File: config.mk
export PLATFORM = sky130hd
export DESIGN_NAME = sbus_frame_stick_decoder_core
export DESIGN_NICKNAME = d
export VERILOG_FILES = /design/src/sv/sfsd_pkg.sv /design/src/sv/sfsd_front.sv /design/src/sv/sfsd_queue.sv /design/src/sv/sfsd_back.sv /design/src/sv/sbus_frame_stick_decoder_core.sv
export SDC_FILE = /design/constraint.sdc
export NUM_CORES = 1
export LEC_CHECK = 0
export ABC_AREA = 0
export BUFFER_PORTS_ARGS = -buffer_cell sky130_fd_sc_hd__buf_2
export CAP_MARGIN = 20
export CORE_MARGIN = 1
export CORE_UTILIZATION = 30
export DETAILED_ROUTE_END_ITERATION = 6
export MAX_ROUTING_LAYER = met4
export SLEW_MARGIN = 20
export SYNTH_ARGS = -nofsm -noshare
export SYNTH_HDL_FRONTEND = slang
export SYNTH_HIERARCHICAL = 1
export SYNTH_SLANG_ARGS = --single-unit
File: constraint.sdc
create_clock -name clk -period 11.4 [get_ports clk]
set_input_delay 0.57 -clock clk [delete_from_list [all_inputs] [get_ports clk]]
set_output_delay 0.57 -clock clk [all_outputs]
set_load 0.01 [all_outputs]
File: src/sv/sfsd_pkg.sv
// Package: constants, register codes and shared types of the SBUS stick decoder.
package sfsd_pkg;

  localparam int FRAME_BYTES     = 25;
  localparam int BYTE_W          = 8;
  localparam int FRAME_W         = FRAME_BYTES * BYTE_W;
  localparam int CH_W            = 11;
  localparam int OFFSET_W        = 4;
  localparam int CFG_W           = 11;
  localparam int CFG_ADDR_W      = 2;
  localparam int COUNT_W         = 5;
  localparam int QUEUE_DEPTH_DEF = 2;
  localparam int OUT_TDATA_W     = 72;

  // Bit positions of the channels in the stream that starts at the offset byte.
  localparam int CH0_LSB = 0 * CH_W;
  localparam int CH1_LSB = 1 * CH_W;
  localparam int CH2_LSB = 2 * CH_W;
  localparam int CH3_LSB = 3 * CH_W;
  localparam int CH5_LSB = 5 * CH_W;

  localparam logic [COUNT_W-1:0] COUNT_MAX  = 5'd31;
  localparam logic [COUNT_W-1:0] FRAME_LAST = 5'(FRAME_BYTES - 1);

  localparam logic [OFFSET_W-1:0] OFFSET_RST   = 4'd2;
  localparam logic [CH_W-1:0]     ARM_RST      = 11'd1800;
  localparam logic [CH_W-1:0]     THR_FLOOR_RST = 11'd300;
  localparam logic [CH_W-1:0]     THR_CEIL_RST = 11'd2000;

  localparam logic [CH_W-1:0] THR_LOW = 11'd200;

  typedef enum logic [CFG_ADDR_W-1:0] {
    REG_CHANNEL_OFFSET   = 2'd0,
    REG_ARM_THRESHOLD    = 2'd1,
    REG_THROTTLE_FLOOR   = 2'd2,
    REG_THROTTLE_CEILING = 2'd3
  } cfg_reg_t;

  typedef struct packed {
    logic [OFFSET_W-1:0] channel_offset;
    logic [CH_W-1:0]     arm_threshold;
    logic [CH_W-1:0]     throttle_floor;
    logic [CH_W-1:0]     throttle_ceiling;
  } cfg_t;

  typedef struct packed {
    logic full;
    logic empty;
  } q_status_t;

endpackage

File: src/sv/sfsd_front.sv
// Front end: byte intake, burst length check, frame assembly.
module sfsd_front (
  input  logic                       clk,
  input  logic                       rst,
  input  logic                       s_tvalid,
  output logic                       s_tready,
  input  logic [7:0]                 s_tdata,    // [7:0] rx_byte
  input  logic                       s_tlast,
  input  sfsd_pkg::q_status_t        q_status,
  output logic                       push,
  output logic [sfsd_pkg::FRAME_W-1:0] push_data
);
  import sfsd_pkg::*;

  localparam int HIST = FRAME_BYTES - 1;

  logic [BYTE_W-1:0]  hist [HIST];
  logic [COUNT_W-1:0] burst_count;
  logic [COUNT_W-1:0] burst_count_next;
  logic               accept;

  assign s_tready = !q_status.full;
  assign accept   = s_tvalid && s_tready;
  assign push     = accept && s_tlast && (burst_count == FRAME_LAST);

  always_comb begin
    burst_count_next = burst_count;
    if (accept) begin
      if (s_tlast) begin
        burst_count_next = '0;
      end else if (burst_count != COUNT_MAX) begin
        burst_count_next = burst_count + 1'b1;
      end
    end
  end

  always_ff @(posedge clk) begin
    if (rst) begin
      burst_count <= '0;
    end else begin
      burst_count <= burst_count_next;
    end
  end

  // Shift line of the last bytes; oldest at index 0 once a full frame is in.
  always_ff @(posedge clk) begin
    if (accept) begin
      for (int k = 0; k < HIST - 1; k++) begin
        hist[k] <= hist[k + 1];
      end
      hist[HIST - 1] <= s_tdata;
    end
  end

  always_comb begin
    for (int k = 0; k < HIST; k++) begin
      push_data[k*BYTE_W +: BYTE_W] = hist[k];
    end
    push_data[HIST*BYTE_W +: BYTE_W] = s_tdata;
  end

endmodule

File: src/sv/sfsd_queue.sv
// Frame queue between the front end and the decode pipeline.
module sfsd_queue #(
  parameter int QUEUE_DEPTH = sfsd_pkg::QUEUE_DEPTH_DEF
) (
  input  logic                         clk,
  input  logic                         rst,
  input  logic                         push,
  input  logic [sfsd_pkg::FRAME_W-1:0] push_data,
  input  logic                         pop,
  output logic [sfsd_pkg::FRAME_W-1:0] pop_data,
  output sfsd_pkg::q_status_t          status
);
  import sfsd_pkg::*;

  localparam int PTR_W = (QUEUE_DEPTH > 1) ? $clog2(QUEUE_DEPTH) : 1;
  localparam int CNT_W = $clog2(QUEUE_DEPTH + 1);
  localparam logic [PTR_W-1:0] PTR_LAST = PTR_W'(QUEUE_DEPTH - 1);
  localparam logic [CNT_W-1:0] CNT_FULL = CNT_W'(QUEUE_DEPTH);

  logic [FRAME_W-1:0] mem [QUEUE_DEPTH];
  logic [PTR_W-1:0]   wr_ptr;
  logic [PTR_W-1:0]   rd_ptr;
  logic [CNT_W-1:0]   fill;
  logic               do_push;
  logic               do_pop;

  assign status.full  = (fill == CNT_FULL);
  assign status.empty = (fill == '0);
  assign do_push      = push && !status.full;
  assign do_pop       = pop && !status.empty;
  assign pop_data     = mem[rd_ptr];

  always_ff @(posedge clk) begin
    if (do_push) begin
      mem[wr_ptr] <= push_data;
    end
  end

  always_ff @(posedge clk) begin
    if (rst) begin
      wr_ptr <= '0;
      rd_ptr <= '0;
      fill   <= '0;
    end else begin
      if (do_push) begin
        wr_ptr <= (wr_ptr == PTR_LAST) ? '0 : wr_ptr + 1'b1;
      end
      if (do_pop) begin
        rd_ptr <= (rd_ptr == PTR_LAST) ? '0 : rd_ptr + 1'b1;
      end
      if (do_push && !do_pop) begin
        fill <= fill + 1'b1;
      end else if (do_pop && !do_push) begin
        fill <= fill - 1'b1;
      end
    end
  end

endmodule

File: src/sv/sfsd_back.sv
// Back end: channel unpack, clamps and compare, then scaling into the output register.
module sfsd_back (
  input  logic                         clk,
  input  logic                         rst,
  input  sfsd_pkg::cfg_t               cfg,
  input  sfsd_pkg::q_status_t          q_status,
  input  logic [sfsd_pkg::FRAME_W-1:0] q_data,
  output logic                         pop,
  output logic                         m_tvalid,
  input  logic                         m_tready,
  output logic [sfsd_pkg::OUT_TDATA_W-1:0] m_tdata
);
  import sfsd_pkg::*;

  // Stage A: unpacked channels
  logic               a_valid;
  logic [CH_W-1:0]    a_ch0;
  logic [CH_W-1:0]    a_ch1;
  logic [CH_W-1:0]    a_ch3;
  logic [CH_W-1:0]    a_thr;
  logic               a_armed;

  logic               out_ready;
  logic               load_a;
  logic [FRAME_W-1:0] stream;
  logic [CH_W-1:0]    ch2;
  logic [CH_W-1:0]    ch5;
  logic [CH_W-1:0]    thr_floored;
  logic [CH_W-1:0]    thr_clamped;

  logic signed [15:0] roll_d;
  logic signed [15:0] roll_v;
  logic signed [15:0] pitch_d;
  logic signed [15:0] pitch_v;
  logic signed [18:0] yaw_d;
  logic signed [18:0] yaw_v;
  logic signed [16:0] thr_d;
  logic signed [16:0] thr_v;
  logic [14:0]        roll_o;
  logic [14:0]        pitch_o;
  logic [17:0]        yaw_o;
  logic [15:0]        thr_o;

  assign out_ready = !m_tvalid || m_tready;
  assign load_a    = !a_valid || out_ready;
  assign pop       = load_a && !q_status.empty;

  // Bytes past the frame shift in as zero.
  assign stream = q_data >> {cfg.channel_offset, 3'b000};
  assign ch2    = stream[CH2_LSB +: CH_W];
  assign ch5    = stream[CH5_LSB +: CH_W];

  assign thr_floored = (ch2 < cfg.throttle_floor) ? THR_LOW : ch2;
  assign thr_clamped = (thr_floored > cfg.throttle_ceiling) ? cfg.throttle_ceiling
                                                             : thr_floored;

  always_ff @(posedge clk) begin
    if (rst) begin
      a_valid <= 1'b0;
    end else if (load_a) begin
      a_valid <= !q_status.empty;
    end
  end

  always_ff @(posedge clk) begin
    if (pop) begin
      a_ch0   <= stream[CH0_LSB +: CH_W];
      a_ch1   <= stream[CH1_LSB +: CH_W];
      a_ch3   <= stream[CH3_LSB +: CH_W];
      a_thr   <= thr_clamped;
      a_armed <= (ch5 > cfg.arm_threshold);
    end
  end

  // Stage B: center, scale, deadband, saturate
  always_comb begin
    roll_d  = $signed({5'b0, a_ch3}) - 16'sd1024;
    roll_v  = roll_d * 16'sd15;
    if (roll_v < 16'sd1024 && roll_v > -16'sd1024) begin
      roll_v = '0;
    end
    pitch_d = $signed({5'b0, a_ch1}) - 16'sd1024;
    pitch_v = pitch_d * 16'sd15;
    if (pitch_v < 16'sd1024 && pitch_v > -16'sd1024) begin
      pitch_v = '0;
    end
    yaw_d = $signed({8'b0, a_ch0}) - 19'sd1024;
    yaw_v = yaw_d * 19'sd90;
    if (yaw_v < 19'sd2048 && yaw_v > -19'sd2048) begin
      yaw_v = '0;
    end
    thr_d = $signed({6'b0, a_thr}) - 17'sd200;
    thr_v = thr_d * 17'sd30;
    if (thr_v < 17'sd0) begin
      thr_v = '0;
    end else if (thr_v > 17'sd54000) begin
      thr_v = 17'sd54000;
    end
    roll_o  = roll_v[14:0];
    pitch_o = pitch_v[14:0];
    yaw_o   = yaw_v[17:0];
    thr_o   = thr_v[15:0];
  end

  always_ff @(posedge clk) begin
    if (rst) begin
      m_tvalid <= 1'b0;
    end else if (out_ready) begin
      m_tvalid <= a_valid;
    end
  end

  always_ff @(posedge clk) begin
    if (out_ready && a_valid) begin
      m_tdata <= {7'b0, a_armed, thr_o, yaw_o, pitch_o, roll_o};
    end
  end

endmodule

File: src/sv/sbus_frame_stick_decoder_core.sv
// Top level of the SBUS frame stick decoder: config registers and block wiring.
//
//  channel   dir  handshake          payload
//  s_*       in   tvalid/tready      tdata[7:0] rx_byte, tlast burst_end
//  m_*       out  tvalid/tready      tdata roll, pitch, yaw, throttle, armed
//  cfg_*     in   cfg_we             cfg_addr register index, cfg_data value
//
// One byte is taken per cycle; s_tready drops only while the frame queue is full.
// m_tvalid for a frame rises once the edge that takes its last byte has written the queue
// and the frame has been loaded into the unpack stage and then into the output register.
// The decode pipeline stalls from m_tready back to the queue; the intake stays open
// until the queue holds QUEUE_DEPTH frames. rst is synchronous and clears the
// burst count, the queue and all valid flags, and reloads the config defaults.
module sbus_frame_stick_decoder_core #(
  parameter int QUEUE_DEPTH = sfsd_pkg::QUEUE_DEPTH_DEF
) (
  input  logic                              clk,
  input  logic                              rst,
  input  logic                              s_tvalid,
  output logic                              s_tready,
  input  logic [7:0]                        s_tdata,   // [7:0] rx_byte
  input  logic                              s_tlast,   // burst_end
  output logic                              m_tvalid,
  input  logic                              m_tready,
  // [14:0] roll_angle, [29:15] pitch_angle, [47:30] yaw_rate,
  // [63:48] throttle, [64] armed, [71:65] zero
  output logic [sfsd_pkg::OUT_TDATA_W-1:0]  m_tdata,
  input  logic                              cfg_we,
  input  logic [sfsd_pkg::CFG_ADDR_W-1:0]   cfg_addr,
  input  logic [sfsd_pkg::CFG_W-1:0]        cfg_data
);
  import sfsd_pkg::*;

  cfg_t               cfg;
  q_status_t          q_status;
  logic               push;
  logic [FRAME_W-1:0] push_data;
  logic               pop;
  logic [FRAME_W-1:0] q_data;

  always_ff @(posedge clk) begin
    if (rst) begin
      cfg.channel_offset   <= OFFSET_RST;
      cfg.arm_threshold    <= ARM_RST;
      cfg.throttle_floor   <= THR_FLOOR_RST;
      cfg.throttle_ceiling <= THR_CEIL_RST;
    end else if (cfg_we) begin
      case (cfg_reg_t'(cfg_addr))
        REG_CHANNEL_OFFSET:   cfg.channel_offset   <= cfg_data[OFFSET_W-1:0];
        REG_ARM_THRESHOLD:    cfg.arm_threshold    <= cfg_data;
        REG_THROTTLE_FLOOR:   cfg.throttle_floor   <= cfg_data;
        REG_THROTTLE_CEILING: cfg.throttle_ceiling <= cfg_data;
        default: ;
      endcase
    end
  end

  sfsd_front u_front (
    .clk       (clk),
    .rst       (rst),
    .s_tvalid  (s_tvalid),
    .s_tready  (s_tready),
    .s_tdata   (s_tdata),
    .s_tlast   (s_tlast),
    .q_status  (q_status),
    .push      (push),
    .push_data (push_data)
  );

  sfsd_queue #(
    .QUEUE_DEPTH (QUEUE_DEPTH)
  ) u_queue (
    .clk       (clk),
    .rst       (rst),
    .push      (push),
    .push_data (push_data),
    .pop       (pop),
    .pop_data  (q_data),
    .status    (q_status)
  );

  sfsd_back u_back (
    .clk      (clk),
    .rst      (rst),
    .cfg      (cfg),
    .q_status (q_status),
    .q_data   (q_data),
    .pop      (pop),
    .m_tvalid (m_tvalid),
    .m_tready (m_tready),
    .m_tdata  (m_tdata)
  );

endmodule

Yosys cells after proc, flatten, opt, wreduce, memory -nomap -nowiden
Memory sizes are Yosys's and may differ from the RTL's. A register that Yosys moved wholly into a read port is not among the register bits.
Cells that the tools add are included.
{"block": "totals", "register_bits": 158, "mem_bits_rw": 592, "inputBits": 27, "output_inout_bits": 74, "word_cells": 99, "mem_count": 2}
{"name": "u_queue.mem", "words": 2, "width": 200, "rd": 1, "rd_ports_with_merged_regs": 1, "wr": 1, "line_no": "sfsd_queue.sv:20", "text": "logic [FRAME_W-1:0] mem [QUEUE_DEPTH];"}
{"name": "u_front.hist", "words": 24, "width": 8, "rd": 24, "rd_ports_with_merged_regs": 0, "wr": 24, "line_no": "sfsd_front.sv:17", "text": "logic [BYTE_W-1:0] hist [HIST];"}
{"block": "op_classes", "n_addsub": 9, "n_mul": 4, "order_cmp": 11, "eq_ne": 6, "shift": 1, "muxes": 15, "n_reduce_logical": 30}
{"operator": "right shift 200 x 7 -> 66 bit", "n": 1}
{"operator": "subtractor 11 x 11 -> 12 bit, second input constant", "n": 3}
{"operator": "greater-than comparator 16 x 11 -> 1 bit, second input constant", "n": 2}
{"operator": "< comparator 16 x 12 -> 1 bit, second input constant", "n": 2}
{"operator": "multiplier 16 x 5 -> 16 bit, second input constant", "n": 2}
{"operator": "greater-than comparator 11 bit", "n": 2}
{"operator": "two-way mux 11 bit", "n": 2}
{"operator": "greater-than comparator 19 x 12 -> 1 bit, second input constant", "n": 1}
{"operator": "< comparator 19 x 13 -> 1 bit, second input constant", "n": 1}
{"operator": "multiplier 19 x 7 -> 18 bit, second input constant", "n": 1}
{"operator": "greater-than comparator 17 bit, second input constant", "n": 1}
{"operator": "< comparator 17 x 1 -> 1 bit, second input constant", "n": 1}
{"operator": "multiplier 12 x 5 -> 16 bit, second input constant", "n": 1}
{"operator": "two-way mux 16 bit", "n": 1}
{"operator": "logical AND 1 bit", "n": 12}
{"operator": "subtractor 11 x 8 -> 12 bit, second input constant", "n": 1}
{"operator": "< comparator 11 bit", "n": 1}
{"operator": "two-way mux 5 bit", "n": 2}
{"operator": "AND reduction 2 bit", "n": 5}
{"operator": "two-way mux 1 bit", "n": 8}
{"operator": "equality test 2 bit, second input constant", "n": 3}
{"operator": "logical NOT 1 bit", "n": 6}
{"operator": "adder 5 x 1 -> 5 bit, second input constant", "n": 1}
{"operator": "equality test 5 bit, second input constant", "n": 1}
{"operator": "10 further kinds", "n": 15}

Longest topological paths before layout
{"block": "depth", "word_depth": 10, "mapped_depth": 27, "depth_no_buf": 23}

By module
The synthesis kept the hierarchy.
{"mod": "sfsd_back", "instances": 1, "cells_per_inst": 1670, "area_per_inst_um2": 15677.5, "seq_area_each_um2": 3283.1}
{"mod": "sfsd_queue", "instances": 1, "cells_per_inst": 647, "area_per_inst_um2": 14721.6, "seq_area_each_um2": 12111.6}
{"mod": "sfsd_front", "instances": 1, "cells_per_inst": 238, "area_per_inst_um2": 6139.6, "seq_area_each_um2": 5865.6}
{"mod": "sbus_frame_stick_decoder_core", "instances": 1, "cells_per_inst": 149, "area_per_inst_um2": 1508.9, "seq_area_each_um2": 740.7}

Worst setup path before layout
Ideal clock, no wire load.
{"block": "synth_path", "kind": "register to register", "from": "register u_queue.fill[1]", "to": "memory u_queue/mem[1][0] (netlist name), enable pin", "setup_time_ps": 586, "arrival_ps": 7886, "required_ps": 10814, "setup_slack_ps": 2928, "stages_incl_launch_ff": 9, "n_path_buf": 0, "synth_period_minus_slack_ps": 8472, "cell_sequence": "dfxtp_1 nor2b_2 nand2b_4 inv_2 nand3_1 nor3_1 inv_1 nor2_1 and2_1"}
{"item": "from (decl)", "line_no": "sfsd_queue.sv:23", "text": "logic [CNT_W-1:0] fill;"}
{"item": "from (signal assigned)", "line_no": "sfsd_queue.sv:52", "text": "fill <= fill + 1'b1;"}
{"item": "from (signal assigned)", "line_no": "sfsd_queue.sv:54", "text": "fill <= fill - 1'b1;"}
{"item": "to (decl)", "line_no": "sfsd_queue.sv:20"}

==> results.yml <==
status:
  status: "finished clean"
sta:
  setup_viol: 0
  fmax_ghz: 0.140
  worst_slew_pin_slew_ns: 1.09
  hold_violations: 0
  finalSetupTns_ns: 0
  rsz0062_at_grt: "false"
  finClkSkew_ns: 0.0260
  slew_violations: 0
  min_period_over_period_pct: 62.6
  slew_headroom_pct: 27.1
  period_needed_ns: 7.13
clock_network:
  cts.repair.resized: 0
  root_buffer: "clkbuf_16"
  cts_setup_buffers: 0
  clk_path_buf_depth: 3
  clock_latency_ns: 0.64
  clk_pin_slew_ns: 0.07
  htreeDepth: 3
  cts_buffers: 78
  ctsHoldBuffers: 0
  cts.sinks: 721
  cts_tree: "built"
routing:
  first_pass_iters: 5
  vias: 20500
  remaining_drc_errors: 0
  viasPerCell: 4.62
  wirelength_microns: 72900
  drt_iter0_drc: 1254
  ant_nets: 0
  routedWlPerCell_microns: 16.4
power_and_ir_drop:
  cellPowerDensity_nw_per_um2: 136
  power.total_uw: 5670
  peakVddDrop_uv: 105
  leakagePower_uw: 0.0156
setup_path:
  cp_max_fo: 53
  slowest_delay_ns: 0.87
  cpMostUsedCell: "a21oi_1"
  crit_buf_inv: 2
  crit_type: "flip-flop to flip-flop"
  cp_slowest_cell: "a21oi_1"
  crit_required_ns: 11.79
  arrival_ns: 7.52
  crit_chain: "buf_4 -> buf_4 -> mux2_2 -> nor2b_1 -> a211oi_1 -> a21oi_1 -> mux4_2 -> ha_1 -> nand4_1 -> nor2_1 -> a21oi_1 -> o211ai_1 -> a41oi_2 -> nor2b_1 -> ha_1 -> nor2b_1 -> o21ai_0 -> nand2b_1 -> a21oi_1 -> o21ai_0 -> nand4_1 -> a21oi_1 -> mux2_2"
  cp-start-kind: "flip-flop"
  cpLargestDelayFamily: "compound AO/OA/AOI/OAI gates"
  crit_path_end_kind: "flip-flop"
placement:
  io_buffers: 91
  placedCellCount: 4283
  gp_congestion: 0.816
  dpl_cell_area_sq_um: 39000
  dp_hpwl_microns: 49800
floorplanning:
  core_sq_um: 122000
  io_pins: 101
  die_w_microns: 353
  fp.dieH_microns: 353
  start_util_pct: 30.3
  dieArea_sq_um: 125000
  rows: 128
global_route:
  grt_max_degree: 126
  overflow: 0
  grtUsageTotal_pct: 11.9
  grt_pass1_wl_microns: 115000
  grt_pass1_vias: 20500
  antenna_found_initial: 8
layout:
  drive_gt1_share_pct: 19.7
  layout_commonest_cell: "edfxtp_1"
  area_delta_synth_final_pct: 12.3
  final_core_util_pct: 34.0
  final_cell_mix: "edfxtp_1 (672), inv_1 (244), mux2_2 (220), mux2i_1 (170), ha_1 (158)"
  fin_nets: 2993
  instances_no_fill: 4431
  design_area_sq_um: 41500
run:
  max_cap_viol_count: 0
synthesis:
  netlist_area_sq_um: 37000
  synth_cells: 2653
  syn_area_per_cell_sq_um: 13.9
  yosysWarnings: 6
min_path:
  hold_path_class: "input pin to flip-flop"
[final timing paths]
check,startpoint,to,slack [ns],cells past startpoint
setup / recovery,flip-flop,u_back/a_thr[1]$_DFFE_PP_,4.27,23
hold / removal,s_tdata[0],u_front/hist[2][56]$_DFFE_PP_,0.10,1
setup reg to reg,flip-flop,u_back/a_thr[1]$_DFFE_PP_,4.27,23
hold reg to reg,u_front/hist[2][61]$_DFFE_PP_,u_front/hist[2][53]$_DFFE_PP_,0.42,0
[report_power, final]
| group | total, uW | switching, uW | internal, uW |
|---|---|---|---|
| combinational | 194 | 118 | 75.5 |
| sequential | 2980 | 39.1 | 2940 |
| clock | 2500 | 1070 | 1430 |
[through the flow]
step	setup slack (ns)	hold slack, ns
after global placement	4.28	0.402
after global routing	3.73	0.0784
after detailed placement	4.27	0.406
final	4.27	0.105
after CTS	4.25	0.0643
after floorplan	3.26	0.400
[routing by layer]
metal | vias to the layer above | routed length (microns) | part of all wire [%] | global-route usage, %
met5 | - | 0 | 0 | -
li1 | 9944 | - | - | -
met2 | 333 | 34500 | 47 | 19.0
met1 | 10100 | 33900 | 47 | 15.6
met3 | 99 | 3020 | 4.1 | 1.97
met4 | 0 | 1460 | 2.0 | 3.26
[state kept, by name (all words and copies together), names as in the netlist, named ones only]
signal / cells
u_front/hist: 192
u_queue/wr_ptr: 1
u_back/m_tvalid: 1
u_front/burst_count: 5
u_queue/rd_ptr: 1
u_back/m_tdata: 63
u_back/a_armed: 1
u_back/a_ch0: 11
u_back/a_ch3: 11
u_queue/fill: 2
u_queue/mem: 372
cfg: 37
u_back/a_valid: 1
u_back/a_thr: 11
u_back/a_ch1: 11
[area by class of cell]
class | count | area [sq um]
fillers | 11900 | 80500
flip-flops and latches | 721 | 21200
multi-input cells | 1576 | 14200
clock buffers | 105 | 2090
well taps | 1625 | 2030
inverters | 248 | 946
repair buffers | 113 | 621
clock inverters | 40 | 457
diodes | 3 | 7.51
Note: power is estimated with default switching activity, not from simulation.
